`config.mk`:
```
export PLATFORM = sky130hd
export DESIGN_NAME = rspe_queue
export DESIGN_NICKNAME = d
export VERILOG_FILES = /design/src/rtl/core/rspe_pkg.sv /design/src/rtl/core/rspe_queue.sv
export SDC_FILE = /design/constraint.sdc
export NUM_CORES = 1
export LEC_CHECK = 0
export BUFFER_PORTS_ARGS = -buffer_cell sky130_fd_sc_hd__buf_2
export CORE_MARGIN = 1.5
export CORE_UTILIZATION = 48
export CTS_CLUSTER_DIAMETER = 30
export DETAILED_ROUTE_END_ITERATION = 10
export PLACE_DENSITY = 0.79
export SYNTH_ARGS = -nofsm -noshare
export SYNTH_HDL_FRONTEND = slang
export SYNTH_SLANG_ARGS = --single-unit
```
`constraint.sdc`:
```
create_clock -name clk -period 6.71 [get_ports clk]
set_input_delay 1.342 -clock clk [delete_from_list [all_inputs] [get_ports clk]]
set_output_delay 1.342 -clock clk [all_outputs]
set_load 0.03 [all_outputs]
```
`src/rtl/core/rspe_pkg.sv`:
```
// ----------------------------------------------------------------------------
// Reed-Solomon parity encoder package
// Shared constants, types and GF(256) arithmetic for the parity encoder.
// ----------------------------------------------------------------------------
`default_nettype none

package rspe_pkg;

    localparam int MAX_PARITY_DEF = 32;
    localparam int CFG_W = 6;
    localparam logic [CFG_W-1:0] PARITY_RESET = 6'd10;
    localparam logic [8:0] FIELD_POLY = 9'h11d;

    typedef enum logic {
        ST_BUILD,
        ST_RUN
    } rspe_state_t;

    typedef struct packed {
        logic full;
        logic empty;
    } rspe_q_stat_t;

    // Multiply two field elements, reducing by the field polynomial.
    function automatic logic [7:0] gf_mul(input logic [7:0] a, input logic [7:0] b);
        logic [8:0] x;
        logic [7:0] acc;
        x = {1'b0, a};
        acc = '0;
        for (int i = 0; i < 8; i++)
        begin
            if (b[i])
            begin
                acc = acc ^ x[7:0];
            end
            x = x << 1;
            if (x[8])
            begin
                x = x ^ FIELD_POLY;
            end
        end
        return acc;
    endfunction

endpackage

`default_nettype wire

```
`src/rtl/core/rspe_queue.sv`:
```
// ----------------------------------------------------------------------------
// Parity snapshot queue
// Two-entry queue of finished remainders between the front and back ends.
// ----------------------------------------------------------------------------
`default_nettype none

module rspe_queue #(
    parameter int MAX_PARITY = rspe_pkg::MAX_PARITY_DEF
) (
    input  wire logic                          clk,
    input  wire logic                          rst_n,
    input  wire logic                          push,
    input  wire logic [MAX_PARITY-1:0][7:0]    wdata,
    input  wire logic                          pop,
    output logic [MAX_PARITY-1:0][7:0]         rdata,
    output rspe_pkg::rspe_q_stat_t             stat
);
    import rspe_pkg::*;

    logic [MAX_PARITY-1:0][7:0] data_reg [2];
    logic       wr_ptr_reg, wr_ptr_next;
    logic       rd_ptr_reg, rd_ptr_next;
    logic [1:0] count_reg, count_next;
    logic       do_push, do_pop;

    assign stat.full  = (count_reg == 2'd2);
    assign stat.empty = (count_reg == 2'd0);
    assign do_push    = push && !stat.full;
    assign do_pop     = pop && !stat.empty;
    assign rdata      = data_reg[rd_ptr_reg];

    always_comb
    begin
        wr_ptr_next = wr_ptr_reg ^ do_push;
        rd_ptr_next = rd_ptr_reg ^ do_pop;
        count_next  = count_reg + {1'b0, do_push} - {1'b0, do_pop};
    end

    always_ff @(posedge clk)
    begin
        if (do_push)
        begin
            data_reg[wr_ptr_reg] <= wdata;
        end
    end

    always_ff @(posedge clk or negedge rst_n)
    begin
        if (!rst_n)
        begin
            wr_ptr_reg <= 1'b0;
            rd_ptr_reg <= 1'b0;
            count_reg  <= 2'd0;
        end
        else
        begin
            wr_ptr_reg <= wr_ptr_next;
            rd_ptr_reg <= rd_ptr_next;
            count_reg  <= count_next;
        end
    end

endmodule

`default_nettype wire

```
==> results of run 1 <==
final cells by class:
| type | instances | area, um^2 | share of cell area |
|---|---|---|---|
| Multi-Input combinational cell | 268 | 3870 | 0.148 |
| Timing Repair Buffer | 526 | 2710 | 0.104 |
| Sequential cell | 516 | 15500 | 0.593 |
| Inverter | 4 | 15.0 | 0.000575 |
| Antenna cell | 8 | 20.0 | 0.000767 |
| Clock inverter | 66 | 805 | 0.0308 |
| Clock buffer | 111 | 2530 | 0.0970 |
| Tap cell | 532 | 666 | 0.0255 |
through the flow:
step	cells	power, W	setup TNS (ps)	setup WS (ps)	hold WS, ps
floorplan	817	0.00845	-669170	-1310	488
finish	2031	0.0141	0	2560	541
global placement	1846	0.00920	0	3190	508
global route	2028	0.0146	0	2490	516
detailed placement	1846	0.00927	0	3190	514
CTS	2023	0.0142	0	2550	505
layer usage:
| layer | up-vias | wire length, um | track usage | part of all wire |
|---|---|---|---|---|
| met3 | 92 | 4180 | 0.0793 | 0.098 |
| li1 | 4506 | - | - | - |
| met1 | 4972 | 15000 | 0.205 | 0.35 |
| met4 | 4 | 1190 | 0.0800 | 0.028 |
| met5 | - | 30 | 0 | 0.00071 |
| met2 | 480 | 22100 | 0.332 | 0.52 |
power breakdown:
| part | internal (W) | switching, W |
|---|---|---|
| Combinational | 0.00173 | 0.00284 |
| Clock | 0.00331 | 0.00157 |
| Sequential | 0.00442 | 0.000242 |
| Total | 0.00947 | 0.00465 |
placed cells by master (no fill, tap or decap):
cell type and n:
bufinv_16 16, buf_12 4, mux2_2 26, clkbuf_8 1, xnor2_1 2, mux2_4 230, dfrtp_4 1, dfrtp_1 3
diode_2 8, inv_6 8, edfxtp_1 512, clkinv_1 9, clkbuf_1 11, ha_1 2, nor2_1 1, clkinvlp_4 9
nand2b_1 1, and2_1 1, clkinv_4 7, inv_8 1, xor2_1 1, buf_4 5, clkinv_2 16, o21a_1 1
inv_1 4, ha_4 2, nand2_1 1, buf_2 517, clkbuf_16 99
worst max-delay path, delay by kind of cell (launching register included):
| family | cells | cell delay, ps |
|---|---|---|
| flip-flops | 1 | 870 |
| buffers and inverters | 2 | 750 |
| multiplexers | 1 | 360 |
logic make-up (layout without fill, tap and decap cells):
| kind of cell | count (synthesis) | after routing | synth area share |
|---|---|---|---|
| and+or+nand+nor | 4 | 4 | 0.00102 |
| adders and majority gates | 4 | 4 | 0.00254 |
| DFF | 516 | 516 | 0.785 |
| xor gates and xnor gates | 3 | 3 | 0.00133 |
| buffers and inverters | 33 | 707 | 0.0192 |
| other | 0 | 8 | 0 |
| AOI/OAI and AO/OA | 1 | 1 | 0.000381 |
| muxes | 256 | 256 | 0.190 |
final timing paths:
kind / start / slack, ps / depth (start not counted) / endpoint
max in group asynchronous: rst_n / 6020 / 1 / rd_ptr_reg
min in group clk: count_reg[1] / 560 / 1 / count_reg[1]
setup / recovery: rd_ptr_reg / 2560 / 3 / rdata[107]
setup reg to reg: count_reg[0] / 4070 / 4 / data_reg[0][148]
hold / removal: rst_n / 540 / 1 / count_reg[0]
hold reg to reg: count_reg[1] / 560 / 1 / count_reg[1]
==> flow_metrics.py, run 1 <==
metrics = {
    "run_status": {
        "status": "finished clean",
    },
    "sta": {
        "slew_viol_final": 0,
        "setup_viol": 0,
        "fin_crit_ps": 4150,
        "finalHoldViolCount": 0,
        "finalClockSkew_ps": 24.4,
        "fmax_mhz": 241,
        "tightest_slew_ps": 921,
        "slew_headroom": 0.386,
        "rsz0062_at_grt": "false",
        "post-route-period-util": 0.619,
    },
    "place": {
        "place.detailed.hpwl_mm": 27.0,
        "port_buffers": 517,
        "placed_area_um2": 22700,
        "place.gp.congestion": 0.801,
    },
    "floorplan": {
        "start_util": 0.485,
        "num_rows": 74,
        "die_h_um": 206,
        "die-area_um2": 42300,
        "core_area_um2": 40600,
        "pin_count": 518,
        "die-width_um": 206,
    },
    "route": {
        "drt_wl_total_mm": 42.5,
        "drc": 0,
        "viasPerCell": 4.95,
        "wire_per_inst_um": 20.9,
        "drtIter0Drc": 549,
        "final_antenna_net_count": 0,
        "first_pass_iters": 4,
        "vias": 10054,
    },
    "power": {
        "p_leak_nw": 10.6,
        "p_per_area_nw_per_um2": 541,
        "peakVddDrop_v": 0.000394,
    },
    "clock_tree": {
        "cts_buffers": 95,
        "cts_htree_levels": 3,
        "clock_latency_ps": 600,
        "cts_max_path_buffers": 3,
        "post_cts_resized": 0,
        "clk_pin_slew_worst_paths_ps": 50,
        "post_cts_buffers": 0,
        "cts-root-buf": "clkbuf_16",
        "cts_hold_buffers": 0,
        "cts_tree": "built",
        "cts.sinks": 516,
    },
    "grt": {
        "grt.overflow.total": 0,
        "grt_pass1_wl_mm": 60.0,
        "grt_use_total": 0.191,
        "grt_pass1_vias": 10560,
        "grt_max_degree": 138,
        "antenna_found_initial": 9,
    },
    "synthesis": {
        "postSynthNetCount": 1081,
        "ys_seq_area_frac": 0.785,
        "synth_top_area_frac": 0.780,
        "yosys_warnings": 0,
        "synthCells": 817,
        "ys_ff_latch": 516,
        "ys_types": 17,
        "synthArstFlopShare": 0.00775,
        "netlist_top_cells_area": "edfxtp_1, mux2_4, mux2_2",
        "synth-main-ff-cell": "edfxtp_1",
        "synth_most_common_cell": "edfxtp_1",
        "netlist_area_um2": 19700,
        "avgSynthCellArea_um2": 24.1,
        "synth_edf_count": 512,
        "netlist_top_cells_count": "edfxtp_1, mux2_4, mux2_2",
        "synth_largest_area_cell": "edfxtp_1",
    },
    "worst_setup_path": {
        "setup.worst_path.class": "register to output port",
        "arrival_ps": 2810,
        "endpoint_kind": "output port",
        "path_cells": "buf_12, mux2_4, buf_2",
        "required_ps": 5370,
        "critPathLaunchType": "register",
        "cpPeakStageDelay_ps": 870,
        "slowest_stage": "dfrtp_4",
        "crit_fanout": 101,
    },
    "layout": {
        "final_util": 0.642,
        "fillerInstances": 2690,
        "design_area_um2": 26100,
        "nets": 1675,
        "area_delta_synth_final_pct": 32.4,
        "drive_gt1_frac": 0.632,
        "largest_reg_flops": 512,
    },
    "hold_path": {
        "min_path_type": "input port to asynchronous set/reset pin",
    },
    "job": {
        "cap_violations": 0,
    },
}
Note: power is estimated with default switching activity, not from simulation.
==> run 2: changes to the inputs <==
- clock period: 6.71 -> 3.7 ns (I/O delays scaled with it)
==> flow_metrics.py, run 2 (synthesis results as in run 1) <==
metrics = {
    "route": {
        "vias": 10274,
        "final_antenna_net_count": 0,
        "drt_wl_total_mm": 43.9,
        "wire_per_inst_um": 21.3,
        "drtIter0Drc": 455,
        "drc": 0,
        "first_pass_iters": 5,
        "viasPerCell": 4.98,
    },
    "sta": {
        "slew_viol_final": 0,
        "fin_ws_ps": 627,
        "rsz0062_at_grt": "false",
        "setup_viol": 0,
        "tightest_slew_ps": 714,
        "slew_headroom": 0.524,
        "fin_crit_ps": 3070,
        "post-route-period-util": 0.831,
        "finalClockSkew_ps": 14.6,
        "fmax_mhz": 325,
        "fin_setup_tns_ps": 0,
        "finalHoldViolCount": 0,
    },
    "worst_setup_path": {
        "required_ps": 2960,
        "path_cells": "buf_12, buf_12, mux2_4, buf_2",
        "crit_fanout": 27,
        "rrSetupSlack_ps": 1490,
        "setup.worst_path.class": "register to output port",
        "critPathLaunchType": "register",
        "cpPeakStageDelay_ps": 640,
        "arrival_ps": 2330,
        "crit_top_cell": "buf_12",
        "slowest_stage": "dfrtp_4",
        "endpoint_kind": "output port",
    },
    "grt": {
        "grt_pass1_wl_mm": 62.8,
        "grt_use_total": 0.201,
        "grt.overflow.total": 0,
        "antenna_found_initial": 9,
        "grt_pass1_vias": 10978,
        "grt_max_degree": 69,
    },
    "clock_tree": {
        "cts_htree_levels": 3,
        "post_cts_resized": 0,
        "cts-root-buf": "clkbuf_16",
        "cts_buffers": 98,
        "cts.sinks": 516,
        "clock_latency_ps": 590,
        "cts_tree": "built",
        "clk_pin_slew_worst_paths_ps": 50,
        "cts_max_path_buffers": 3,
    },
    "floorplan": {
        "die_h_um": 206,
        "core_area_um2": 40600,
        "start_util": 0.485,
        "num_rows": 74,
        "die-area_um2": 42300,
        "die-width_um": 206,
        "pin_count": 518,
    },
    "place": {
        "port_buffers": 517,
        "place.gp.congestion": 0.788,
        "place.detailed.hpwl_mm": 28.8,
        "pre_cts_slack_ps": 1200,
    },
    "power": {
        "p_leak_nw": 10.7,
        "power_w": 0.0257,
        "peakVddDrop_v": 0.000595,
        "p_per_area_nw_per_um2": 975,
    },
    "run_status": {
        "status": "finished clean",
    },
    "layout": {
        "drive_gt1_frac": 0.638,
        "mostFrequentLayoutCells": "buf_2, edfxtp_1, mux2_4",
        "final_common_cell": "buf_2",
        "area_delta_synth_final_pct": 34.0,
        "nets": 1708,
        "largest_reg_flops": 512,
    },
    "hold_path": {
        "min_path_type": "input port to register",
    },
    "job": {
        "cap_violations": 0,
    },
}
## run 2: cell types whose count changed in the layout (fill, tap and decap cells not counted), moves of 2 or more
cell / delta
clkinvlp_4: +4
clkinv_1: +2
clkinv_4: -2
inv_6: -2
bufinv_16: -2
clkinv_2: +5
buf_12: +11
buf_4: +18
## run 2: cell type report
type	count	area, um^2
diodes	9	22.5
clock buffers	109	2510
clock inverters	70	761
fillers	2646	14200
inverters	4	15.0
multi-input cells	268	3870
flip-flops and latches	516	15500
well taps	532	666
repair buffers	556	3070
## run 2: through the flow
stage / area [um^2] / hold WS (ps) / util / cells
3_5_place_dp: 23100 / 526 / 0.568 / 1875
6_report: 26400 / 329 / 0.650 / 2064
3_3_place_gp: 23100 / 511 / 0.568 / 1875
5_1_grt: 26400 / 293 / 0.649 / 2060
2_1_floorplan: 19700 / 444 / - / 817
4_1_cts: 26400 / 289 / 0.649 / 2055
## run 2: final timing paths
kind	startpoint	endpoint	depth (start not counted)
worst max-delay path	rd_ptr_reg	rdata[201]	4
worst min-delay path	wdata[125]	data_reg[1][125]	1
worst max register to register	count_reg[1]	data_reg[1][35]	4
worst min register to register	count_reg[1]	count_reg[1]	1
max in group asynchronous	rst_n	rd_ptr_reg	2
min in group asynchronous	rst_n	count_reg[0]	2
## run 2: critical path: cells and delay by family (launching register included)
kind,cells,cell delay [ps]
buf+inv,3,730
mux,1,330
flops,1,640
## run 2: routing by layer
metal / vias to the layer above / global-route usage / wire [um]
met5: - / 0 / 24
met4: 4 / 0.0785 / 1070
li1: 4571 / - / -
met1: 5131 / 0.214 / 15400
met2: 484 / 0.359 / 23600
met3: 84 / 0.0746 / 3780
## run 2: timing repair
| action | CTS | global route |
|---|---|---|
| setup buffers | 0 | 0 |
| hold buffers | 1 | 0 |
| hold endpoints to repair | 4 | 0 |
## run 2: where the power goes
part | switching (W) | internal [W] | leakage, nW
Combinational | 0.00530 | 0.00336 | 4.35
Sequential | 0.000403 | 0.00800 | 4.80
Clock | 0.00283 | 0.00584 | 1.58
