===== config.mk =====
export PLATFORM = sky130hd
export DESIGN_NAME = rspe_back
export DESIGN_NICKNAME = d
export VERILOG_FILES = /design/src/rtl/core/rspe_pkg.sv /design/src/rtl/core/rspe_back.sv
export SDC_FILE = /design/constraint.sdc
export NUM_CORES = 1
export LEC_CHECK = 0
export BUFFER_PORTS_ARGS = -buffer_cell sky130_fd_sc_hd__buf_4
export CAP_MARGIN = 20
export CORE_MARGIN = 10
export CORE_UTILIZATION = 30
export CTS_CLUSTER_DIAMETER = 100
export DETAILED_ROUTE_END_ITERATION = 8
export GPL_ROUTABILITY_DRIVEN = 1
export PLACE_DENSITY = 0.48
export SKIP_CTS_REPAIR_TIMING = 1
export SYNTH_ARGS = -nofsm -noshare
export SYNTH_HDL_FRONTEND = slang
export SYNTH_SLANG_ARGS = --single-unit

===== constraint.sdc =====
create_clock -name clk -period 4.2 [get_ports clk]
set_input_delay 0.21 -clock clk [delete_from_list [all_inputs] [get_ports clk]]
set_output_delay 0.21 -clock clk [all_outputs]
set_load 0.03 [all_outputs]

===== src/rtl/core/rspe_pkg.sv =====
// ----------------------------------------------------------------------------
// Reed-Solomon parity encoder package
// Shared constants, types and GF(256) arithmetic for the parity encoder.
// ----------------------------------------------------------------------------
`default_nettype none

package rspe_pkg;

    localparam int MAX_PARITY_DEF = 32;
    localparam int CFG_W = 6;
    localparam logic [CFG_W-1:0] PARITY_RESET = 6'd10;
    localparam logic [8:0] FIELD_POLY = 9'h11d;

    typedef enum logic {
        ST_BUILD,
        ST_RUN
    } rspe_state_t;

    typedef struct packed {
        logic full;
        logic empty;
    } rspe_q_stat_t;

    // Multiply two field elements, reducing by the field polynomial.
    function automatic logic [7:0] gf_mul(input logic [7:0] a, input logic [7:0] b);
        logic [8:0] x;
        logic [7:0] acc;
        x = {1'b0, a};
        acc = '0;
        for (int i = 0; i < 8; i++)
        begin
            if (b[i])
            begin
                acc = acc ^ x[7:0];
            end
            x = x << 1;
            if (x[8])
            begin
                x = x ^ FIELD_POLY;
            end
        end
        return acc;
    endfunction

endpackage

`default_nettype wire


===== src/rtl/core/rspe_back.sv =====
// ----------------------------------------------------------------------------
// Parity encoder back end
// Serializes one queued remainder as parity bytes, highest power first,
// through a registered output stage.
// ----------------------------------------------------------------------------
`default_nettype none

module rspe_back #(
    parameter int MAX_PARITY = rspe_pkg::MAX_PARITY_DEF,
    parameter int CW = $clog2(MAX_PARITY + 1)
) (
    input  wire logic                          clk,
    input  wire logic                          rst_n,
    input  wire rspe_pkg::rspe_q_stat_t        q_stat,
    input  wire logic [MAX_PARITY-1:0][7:0]    q_rdata,
    output logic                               q_pop,
    input  wire logic [CW-1:0]                 n_in,
    output logic                               out_valid,
    input  wire logic                          out_stall,
    output logic [7:0]                         parity_byte,
    output logic                               last_parity
);
    import rspe_pkg::*;

    localparam int IDXW = (MAX_PARITY > 1) ? $clog2(MAX_PARITY) : 1;

    logic [MAX_PARITY-1:0][7:0] buf_reg, buf_next;
    logic [CW-1:0]              cnt_reg, cnt_next;
    logic                       ov_reg, ov_next;
    logic [7:0]                 pb_reg, pb_next;
    logic                       lp_reg, lp_next;
    logic [CW-1:0]              cnt_m1;
    logic                       emit;

    assign cnt_m1 = cnt_reg - CW'(1);
    assign emit   = (cnt_reg != '0) && (!ov_reg || !out_stall);
    // The next run loads as the current one hands over its final byte.
    assign q_pop  = !q_stat.empty && ((cnt_reg == '0) || (emit && (cnt_reg == CW'(1))));

    always_comb
    begin
        buf_next = buf_reg;
        cnt_next = cnt_reg;
        pb_next  = pb_reg;
        lp_next  = lp_reg;
        ov_next  = ov_reg && out_stall;
        if (emit)
        begin
            pb_next  = buf_reg[cnt_m1[IDXW-1:0]];
            lp_next  = (cnt_reg == CW'(1));
            ov_next  = 1'b1;
            cnt_next = cnt_m1;
        end
        if (q_pop)
        begin
            buf_next = q_rdata;
            cnt_next = n_in;
        end
    end

    always_ff @(posedge clk)
    begin
        buf_reg <= buf_next;
        pb_reg  <= pb_next;
        lp_reg  <= lp_next;
    end

    always_ff @(posedge clk or negedge rst_n)
    begin
        if (!rst_n)
        begin
            cnt_reg <= '0;
            ov_reg  <= 1'b0;
        end
        else
        begin
            cnt_reg <= cnt_next;
            ov_reg  <= ov_next;
        end
    end

    assign out_valid   = ov_reg;
    assign parity_byte = pb_reg;
    assign last_parity = lp_reg;

endmodule

`default_nettype wire


==> flow_summary_export.csv, run 1 <==
group,metric,value,unit
status,status,"aborted with a tool error",
status,failing_step,"global routing (5_1_grt)",
status,error,"[ERROR RSZ-0060] Max buffer count reached.",
placed_design,io_buffers,276,
synthesis,ys.flop_type,"edfxtp_1",
cts,cts-root-buf,"clkbuf_16",
synthesis,synthSimpleGateAreaFrac,2.73,%
die,core.rowCount,69,
cts,htreeDepth,1,
synthesis,yosysTopAreaCellShare,73.2,%
synthesis,yosys_warnings,0,
placed_design,dp_hpwl,22100,um
synthesis,synthTopCellsByArea,"edfxtp_1, mux4_2, mux2_2",
die,start_util,30.5,%
placed_design,gp_congestion,0.775,
synthesis,yosysUniqueCellTypes,47,
synthesis,synthCells,489,
synthesis,synth_edf_count,265,
synthesis,synth_area,0.0109,sq mm
synthesis,synthMuxAreaShare,15.1,%
synthesis,synthAdderAreaFrac,0.345,%
synthesis,syn_nets,759,
synthesis,synth_compound_area_share,4.45,%
cts,clockBufferDepth,3,
synthesis,synth_top_family_by_area,"multiplexers",
die,die_w,210,um
cts,cts_sinks,272,
global_routing,grt_max_degree,137,
die,die_h,210,um
synthesis,syn_area_per_cell,22.2,sq um
synthesis,synth_xor_area_share,0.311,%
cts,cts_buffers,31,
synthesis,yosysTopAreaCell,"edfxtp_1",
synthesis,ys_ff_latch,272,
die,pin_count,278,
synthesis,yosysSeqAreaShare,74.8,%
synthesis,synth_async_sr_flop_share,2.57,%
placed_design,placed_area,0.0134,sq mm
[cell usage after synthesis (all sizes together) (5+ instances only)]
master  instances
edfxtp        265
mux4           64
buf            22
a21oi          17
mux2           17
nor2b          17
nor4           11
a211oi          9
a221oi          8
dfrtp           7
inv             7
nand2           5
[cell families after synthesis]
logic type                 count (synthesis)
DFF                                      272
xor gates and xnor gates                   3
buffers and inverters                     33
adders and majority gates                  3
muxes                                     82
and+or+nand+nor                           46
AOI/OAI and AO/OA                         50
[metrics by stage]
step	std cells	util [%]	setup WS, ps
3_5_place_dp	1207	37.7	1190
4_1_cts	1263	40.5	1190
2_1_floorplan	489	-	998
3_3_place_gp	1207	37.7	1180
==> run 2, diff against run 1 <==
Settings changed: CORE_UTILIZATION 30 to 20, CTS_CLUSTER_DIAMETER 100 to not set, PLACE_DENSITY 0.48 to not set, PLACE_DENSITY_LB_ADDON set to 0.15.
==> flow_summary_export.csv, run 2 <==
group,metric,value,unit
power_and_ir_drop,p_leak,6.28,nW
setup_path,timing.rr.end,"buf_reg[18]$_DFFE_PP_",
placed_design,io_buffers,276,
synthesis,syn_area_per_cell,22.2,sq um
setup_path,worstSetupStartpointType,"flop",
synthesis,yosysTopAreaCellShare,73.2,%
synthesis,yosys-top-cells-count,"edfxtp_1, mux4_2, a21oi_1, nor2b_1, mux2_2",
synthesis,yosys_warnings,0,
timing,fin_crit,2800,ps
timing,finalHoldViolCount,0,
synthesis,synthCells,489,
synthesis,yosysUniqueCellTypes,47,
setup_path,worstPathMaxFanout,67,
global_routing,grt_overflow,0,
synthesis,syn_nets,759,
detailed_routing,drc_errors,0,
cells_and_area,drive_gt1_share,41.5,%
synthesis,synth_edf_count,265,
cts,htreeDepth,2,
timing,tns,0,ps
synthesis,synth_async_sr_flop_share,2.57,%
timing,tightest_slew,807,ps
timing,slew_headroom,46.2,%
global_routing,grt_pass1_wl,47100,um
flow_run,cap_violations,0,
setup_path,required,4390,ps
power_and_ir_drop,p_total,10.5,mW
die,die_h,253,um
die,core_area,0.0538,sq mm
synthesis,synth_most_common_cell,"edfxtp_1",
setup_path,r2r.worst_path.cells,4,
synthesis,ys_ff_latch,272,
setup_path,end_kind,"flop",
timing,rsz0062_at_grt,"no",
cts,cts_tree,"yes",
synthesis,yosysTopAreaCell,"edfxtp_1",
synthesis,synth_area,0.0109,sq mm
cells_and_area,stdcell_area,0.0176,sq mm
placed_design,dp_hpwl,24600,um
die,start_util,20.2,%
detailed_routing,wirelength,35100,um
synthesis,ys.flop_type,"edfxtp_1",
global_routing,grt_max_degree,109,
timing,max_freq,0.357,GHz
power_and_ir_drop,power.density,597,mW/mm^2
cells_and_area,fillers,5169,
detailed_routing,avgRoutedWirePerCell,19.7,um
cells_and_area,final_common_cell,"buf_4",
setup_path,rrSetupSlack,1400,ps
die,pin_count,278,
placed_design,placed_area,0.0138,sq mm
setup_path,crit_type,"reg2reg",
min_path,min_path_type,"in2async",
cts,clockBufferDepth,3,
cts,path_clk_slew,60,ps
cells_and_area,fin_nets,1321,
timing,fin_skew,14.9,ps
timing,finalSetupViolations,0,
global_routing,first_global_vias,6839,
placed_design,gp_congestion,0.712,
power_and_ir_drop,ir_worst_vdd,0.400,mV
setup_path,worstPathArrival,2990,ps
die,core.rowCount,85,
die,die_area,0.0641,sq mm
detailed_routing,drt-vias-per-instance,3.91,
timing,min_period_over_period,66.7,%
global_routing,grt_use_total,10.2,%
detailed_routing,postRouteAntennaNets,0,
synthesis,yosysSeqAreaShare,74.8,%
cells_and_area,largest_register_ffs,256,
setup_path,rr_startpoint,"cnt_reg[2]$_DFFE_PN0P_",
detailed_routing,dr_total_vias,6952,
die,die_w,253,um
cells_and_area,layout_common_cells,"buf_4, edfxtp_1, dlygate4sd3_1",
timing,finalMaxSlewViolations,0,
global_routing,antenna_found_initial,2,
cells_and_area,syn_to_final_growth,61.4,%
detailed_routing,drt_iter0_drc,342,
status,status,"finished, final reports clean",
cts,cts_buffers,34,
cts,clkLatencyLatePin,530,ps
cts,cts_sinks,272,
synthesis,synthTopCellsByArea,"edfxtp_1, mux4_2, mux2_2",
cts,cts-root-buf,"clkbuf_16",
detailed_routing,dr.pass1.iters,4,
run 2: cell counts after synthesis:
No cell type changed its count.
run 2: worst max path at each step:
stage                     slack (ps)                     end                   start
after global placement          1350   buf_reg[78]$_DFFE_PP_  cnt_reg[2]$_DFFE_PN0P_
after floorplan                 1000  cnt_reg[1]$_DFFE_PN0P_  cnt_reg[0]$_DFFE_PN0P_
after detailed placement        1370   buf_reg[97]$_DFFE_PP_  cnt_reg[2]$_DFFE_PN0P_
after CTS                       1360   buf_reg[97]$_DFFE_PP_  cnt_reg[2]$_DFFE_PN0P_
final                           1400   buf_reg[18]$_DFFE_PP_  cnt_reg[2]$_DFFE_PN0P_
after global routing            1270  buf_reg[118]$_DFFE_PP_  cnt_reg[2]$_DFFE_PN0P_
run 2: area by class of cell:
type	count	area, sq um	share of cell area, %
Timing Repair Buffer	552	4850	27.6
Sequential cell	272	8140	46.3
Multi-Input combinational cell	184	2520	14.4
Clock inverter	23	254	1.45
Clock buffer	38	887	5.05
Tap cell	696	871	4.96
Antenna cell	4	10.0	0.0570
Inverter	7	26.3	0.150
run 2: cell families after synthesis:
group                      after synthesis  synth area share [%]
adders and majority gates                3                 0.345
muxes                                   82                  15.1
AOI/OAI and AO/OA                       50                  4.45
and+or+nand+nor                         46                  2.73
buffers and inverters                   33                  2.27
xor gates and xnor gates                 3                 0.311
DFF                                    272                  74.8
run 2: report_power, final:
part / switching, mW / leakage (nW) / total (mW) / internal [mW]
Sequential: 0.129 / 2.48 / 3.45 / 3.32
Clock: 1.17 / 0.558 / 3.01 / 1.84
Combinational: 2.17 / 3.25 / 4.03 / 1.86
run 2: through the flow:
stage	worst slack, ps	std cells	hold WS [ps]	util, %
floorplan	998	489	-85.6	-
global placement	1350	1448	34.9	25.6
detailed placement	1370	1448	33.8	25.6
CTS	1360	1509	-549	27.7
global route	1270	1775	59.3	32.6
finish	1400	1776	63.7	32.6
run 2: worst max-delay path, cell delays in order, from the launching register on:
cell	delay, ps
dfrtp_1	590
or4_4	660
a211oi_4	400
buf_12	320
buf_4	370
run 2: layer usage:
layer | vias to the layer above | track usage, % | part of all wire [%]
met3 | 43 | 2.75 | 5.1
li1 | 3214 | - | -
met5 | - | 0 | 0
met4 | 0 | 3.49 | 2.2
met1 | 3506 | 12.6 | 43
met2 | 189 | 16.9 | 50
(Power assumes the default switching activity.)
==> run 3, diff against run 2 <==
Clock period 4.2 ns to 2.65 ns, I/O delays scaled along.
==> flow_summary_export.csv, run 3 (same netlist as run 2, synthesis figures left out) <==
group,metric,value,unit
status,status,"finished, final reports clean",
timing,finalMaxSlewViolations,0,
cells_and_area,final_common_cell,"buf_4",
detailed_routing,drt-vias-per-instance,3.92,
die,die_w,253,um
global_routing,grt_pass1_wl,48500,um
detailed_routing,avgRoutedWirePerCell,20.3,um
cts,clkLatencyLatePin,540,ps
setup_path,worstSetupStartpointType,"flop",
setup_path,worstPathCellList,"buf_6 > ha_1 > a21bo_2 > a211oi_4 > buf_12 > buf_4 > buf_6",
cts,cts_tree,"yes",
cts,clockBufferDepth,3,
timing,slew_headroom,57.4,%
placed_design,dp.cells,1467,
cts,path_clk_slew,60,ps
min_path,hp-start,"q_stat[0]",
cts,cts_sinks,272,
die,core_area,0.0538,sq mm
timing,finalSetupViolations,0,
detailed_routing,dr.pass1.iters,4,
cells_and_area,fin_nets,1347,
setup_path,end_kind,"output pin",
timing,fin_skew,23.5,ps
placed_design,dp_hpwl,25900,um
cells_and_area,multi_input_area,0.00252,sq mm
global_routing,first_global_vias,6948,
power_and_ir_drop,p_sw,5.55,mW
global_routing,grt_use_total,10.6,%
detailed_routing,wirelength,36500,um
placed_design,io_buffers,276,
power_and_ir_drop,power.density,941,mW/mm^2
cells_and_area,drive_gt1_share,42.2,%
cells_and_area,fillers,5157,
cells_and_area,layout_common_cells,"buf_4, edfxtp_1, dlygate4sd3_1",
setup_path,required,2520,ps
setup_path,crit_path_frequent_cell,"buf_6",
timing,min_period_over_period,94.2,%
power_and_ir_drop,p_sw_share,33.0,%
global_routing,grt_max_degree,34,
die,core.rowCount,85,
timing,rsz0062_at_grt,"no",
placed_design,gp_congestion,0.697,
flow_run,cap_violations,0,
setup_path,critPathLaunch,"cnt_reg[0]$_DFFE_PN0P_",
power_and_ir_drop,p_leak,6.41,nW
setup_path,worstPathMaxFanout,11,
detailed_routing,drt_iter0_drc,300,
timing,max_freq,0.401,GHz
setup_path,rr_startpoint,"cnt_reg[0]$_DFFE_PN0P_",
detailed_routing,postRouteAntennaNets,0,
detailed_routing,dr_total_vias,7050,
cells_and_area,seqCellArea,0.00814,sq mm
power_and_ir_drop,clkPwrFrac,27.0,%
cts,cts-root-buf,"clkbuf_16",
power_and_ir_drop,p_seq_share,32.2,%
cells_and_area,syn_to_final_growth,64.1,%
die,die_area,0.0641,sq mm
power_and_ir_drop,power_frac_comb,40.9,%
cells_and_area,instances_no_fill,1799,
cts,htreeDepth,2,
die,die_h,253,um
cts,cts_buffers,35,
timing,finalHoldViolCount,0,
setup_path,crit_slowest_cell,"dfrtp_4",
setup_path,worstPathArrival,2360,ps
power_and_ir_drop,ir_worst_vdd,0.444,mV
cells_and_area,largest_register_ffs,256,
min_path,min_path_type,"in2reg",
setup_path,cpPeakStageDelay,420,ps
die,pin_count,278,
timing,fin_crit,2500,ps
global_routing,grt_overflow,0,
setup_path,rrSetupSlack,170,ps
timing,whs,215,ps
setup_path,crit_type,"reg2out",
die,start_util,20.2,%
global_routing,antenna_found_initial,2,
power_and_ir_drop,intPower,11.3,mW
detailed_routing,drc_errors,0,
timing,tightest_slew,634,ps
## run 3: cell types whose count changed in the layout (fill, tap and decap cells not counted), sizes merged
cell         change
bufinv           -3
diode            -2
clkinv           -6
clkbuf          +10
buf             +22
dlygate4sd3      +2
## run 3: path summary, 6_finish.rpt
path / end / cells past startpoint
max in group asynchronous: cnt_reg[0]$_DFFE_PN0P_ / 3
setup / recovery: q_pop / 7
setup reg to reg: parity_byte[3]$_DFFE_PP_ / 7
hold reg to reg: cnt_reg[5]$_DFFE_PN0P_ / 1
hold / removal: buf_reg[108]$_DFFE_PP_ / 4
min in group asynchronous: cnt_reg[0]$_DFFE_PN0P_ / 3
## run 3: area by class of cell
class,count,area share (%)
Sequential cell,272,45.6
Inverter,7,0.147
Clock buffer,47,5.28
Clock inverter,14,0.771
Antenna cell,2,0.0280
Timing Repair Buffer,577,29.2
Tap cell,696,4.88
Multi-Input combinational cell,184,14.1
## run 3: worst max-delay path, delay by kind of cell (launching register included)
family | cells | cell delay, ps
compound gates | 2 | 570
fa+ha+maj | 1 | 210
buf+inv | 4 | 630
flops | 1 | 420
## run 3: per-stage QoR
stage | util, % | instance area (sq um) | power (mW) | worst slack [ps] | setup TNS (ps)
finish | 33.2 | 17900 | 16.8 | 153 | 0
global route | 33.2 | 17800 | 17.8 | 17.5 | 0
CTS | 28.1 | 15100 | 17.0 | -221 | -221
detailed placement | 26.1 | 14100 | 12.3 | 84.2 | 0
global placement | 26.1 | 14100 | 12.3 | 78.9 | 0
floorplan | - | 10900 | 9.69 | 26.4 | 0
## run 3: power groups by stage
stage          registers, mW  clock network [mW]  logic [mW]
5_1_grt                 5.44                4.90        7.48
4_1_cts                 5.41                4.73        6.84
2_1_floorplan           5.59                   0        4.10
6_report                5.40                4.53        6.87
3_3_place_gp            5.49                   0        6.82
3_5_place_dp            5.49                   0        6.83
## run 3: metal layers
| metal | routed length [um] | track usage [%] | vias to the layer above | part of all wire [%] |
|---|---|---|---|---|
| met5 | 0 | 0 | - | 0 |
| met4 | 616 | 3.32 | 0 | 1.7 |
| met3 | 2160 | 3.19 | 38 | 5.9 |
| met2 | 18800 | 17.9 | 194 | 51 |
| met1 | 14900 | 12.7 | 3547 | 41 |
| li1 | - | - | 3271 | - |
==> run 4, diff against run 3 <==
Settings changed: ABC_AREA set to 1.
==> flow_summary_export.csv, run 4 <==
group,metric,value,unit
status,status,"finished, violations left",
status,violations,"negative hold slack",
synthesis,synth_area,0.0118,sq mm
detailed_routing,drt-vias-per-instance,3.89,
timing,tns,0,ps
die,die_h,263,um
detailed_routing,drc_errors,0,
power_and_ir_drop,p_leak,8.27,nW
die,core_area,0.0580,sq mm
cells_and_area,stdcell_area,0.0189,sq mm
cts,clockBufferDepth,3,
timing,fin_skew,18.5,ps
synthesis,yosysTopAreaCellShare,67.4,%
power_and_ir_drop,power.density,958,mW/mm^2
timing,min_period_over_period,95.1,%
setup_path,crit_type,"reg2out",
timing,whs,-37.1,ps
synthesis,syn_area_per_cell,10.3,sq um
cts,cts_buffers,35,
synthesis,yosysSeqAreaShare,68.9,%
die,core.rowCount,88,
cells_and_area,largest_register_ffs,256,
timing,fin_crit,2520,ps
setup_path,required,2520,ps
timing,finalSetupViolations,0,
timing,rsz0062_at_grt,"no",
cts,cts_tree,"yes",
detailed_routing,wirelength,45500,um
timing,finalMaxSlewViolations,0,
flow_run,cap_violations,0,
power_and_ir_drop,ir_worst_vdd,0.654,mV
cts,cts-root-buf,"clkbuf_16",
setup_path,end_kind,"output pin",
die,die_area,0.0691,sq mm
power_and_ir_drop,p_total,18.1,mW
detailed_routing,drt_iter0_drc,518,
die,pin_count,278,
cells_and_area,instances_no_fill,2499,
global_routing,grt_max_degree,92,
global_routing,first_global_vias,9158,
cells_and_area,syn_to_final_growth,60.1,%
setup_path,worstPathArrival,2390,ps
global_routing,antenna_found_initial,0,
setup_path,cpPeakStageDelay,410,ps
synthesis,synthCells,1141,
placed_design,dp_slack,329,ps
detailed_routing,postRouteAntennaNets,0,
timing,slew_headroom,60.5,%
timing,max_freq,0.397,GHz
setup_path,crit_path_frequent_cell,"buf_12",
timing,layout_setup_ws,131,ps
placed_design,dp.cells,2163,
setup_path,worstSetupStartpointType,"flop",
cts,path_clk_slew,60,ps
detailed_routing,dr_total_vias,9717,
min_path,min_path_type,"in2reg",
synthesis,yosys-top-cells-count,"nand2_1, edfxtp_1, inv_1",
cells_and_area,fin_nets,1980,
cts,cts_sinks,272,
synthesis,yosysTopAreaCell,"edfxtp_1",
timing,finalHoldViolCount,1,
synthesis,synthTopCellsByArea,"edfxtp_1, nand2_1, nand3_1",
detailed_routing,avgRoutedWirePerCell,18.2,um
synthesis,synth_async_sr_flop_share,2.57,%
synthesis,yosys_warnings,0,
setup_path,crit_slowest_cell,"dfrtp_1",
setup_path,worstPathMaxFanout,15,
cells_and_area,antenna-diode-count,0,
cts,htreeDepth,2,
die,die_w,263,um
global_routing,grt_pass1_wl,62100,um
cells_and_area,layout_common_cells,"nand2_1, buf_4, dlygate4sd3_1",
synthesis,synth_edf_count,265,
placed_design,placed_area,0.0151,sq mm
cells_and_area,fin_util,32.6,%
synthesis,ys_ff_latch,272,
placed_design,io_buffers,276,
detailed_routing,dr.pass1.iters,5,
global_routing,grt_overflow,0,
cells_and_area,drive_gt1_share,21.5,%
synthesis,syn_nets,1411,
global_routing,grt_use_total,12.2,%
synthesis,ys.flop_type,"edfxtp_1",
synthesis,synth_most_common_cell,"nand2_1",
timing,tightest_slew,591,ps
cts,clkLatencyLatePin,540,ps
placed_design,gp_congestion,0.722,
setup_path,worstPathCellList,"inv_2 > ha_1 > nand4_1 > o21ai_4 > nand2_4 > clkinvlp_4 > buf_12 > buf_12 > buf_6",
synthesis,yosysUniqueCellTypes,20,
placed_design,dp_hpwl,31100,um
die,start_util,20.3,%
cells_and_area,final_common_cell,"nand2_1",
## run 4: final cells by class
cell class | instances | area (sq um)
Sequential cell | 272 | 8140
Clock inverter | 10 | 73.8
Fill cell | 5896 | 39100
Timing Repair Buffer | 582 | 5220
Multi-Input combinational cell | 599 | 2680
Clock buffer | 51 | 988
Inverter | 220 | 832
Tap cell | 765 | 957
## run 4: cells by family (layout without fill, tap and decap cells)
family	after synthesis	in the layout	share of synthesized area (%)
XOR/XNOR	5	5	0.498
AO/OA/AOI/OAI	7	7	0.456
AND/OR/NAND/NOR	584	584	20.9
buffers and inverters	270	863	8.87
flip-flops	272	272	68.9
adder cells (fa/ha/maj)	3	3	0.318
## run 4: worst max-delay path, delay by kind of cell, from the launching register on
family,cells,cell delay [ps]
buf+inv,5,680
flops,1,410
simple gates,2,340
compound gates,1,280
fa+ha+maj,1,150
## run 4: final timing paths
path                                        start                     end  slack (ps)  depth (start not counted)
max                        cnt_reg[1]$_DFFE_PN0P_                   q_pop         130                          9
min                                       n_in[5]  cnt_reg[5]$_DFFE_PN0P_         -40                          5
max reg2reg                cnt_reg[1]$_DFFE_PN0P_    buf_reg[3]$_DFFE_PP_         340                          9
min reg2reg                cnt_reg[5]$_DFFE_PN0P_  cnt_reg[5]$_DFFE_PN0P_         740                          4
max in group asynchronous                   rst_n  cnt_reg[0]$_DFFE_PN0P_        1610                          3
min in group asynchronous                   rst_n  cnt_reg[5]$_DFFE_PN0P_         690                          3
## run 4: power by group
group | internal [mW] | switching (mW) | leakage (nW)
clock network | 2.68 | 1.83 | 0.519
registers | 5.23 | 0.141 | 2.48
logic | 2.73 | 5.47 | 5.28
total | 10.6 | 7.45 | 8.27
## run 4: routing by layer
| layer | GRT usage [%] | wire length (um) |
|---|---|---|
| met5 | 0 | 0 |
| met4 | 3.45 | 776 |
| met3 | 3.25 | 2480 |
| met2 | 19.3 | 21600 |
| met1 | 16.0 | 20600 |
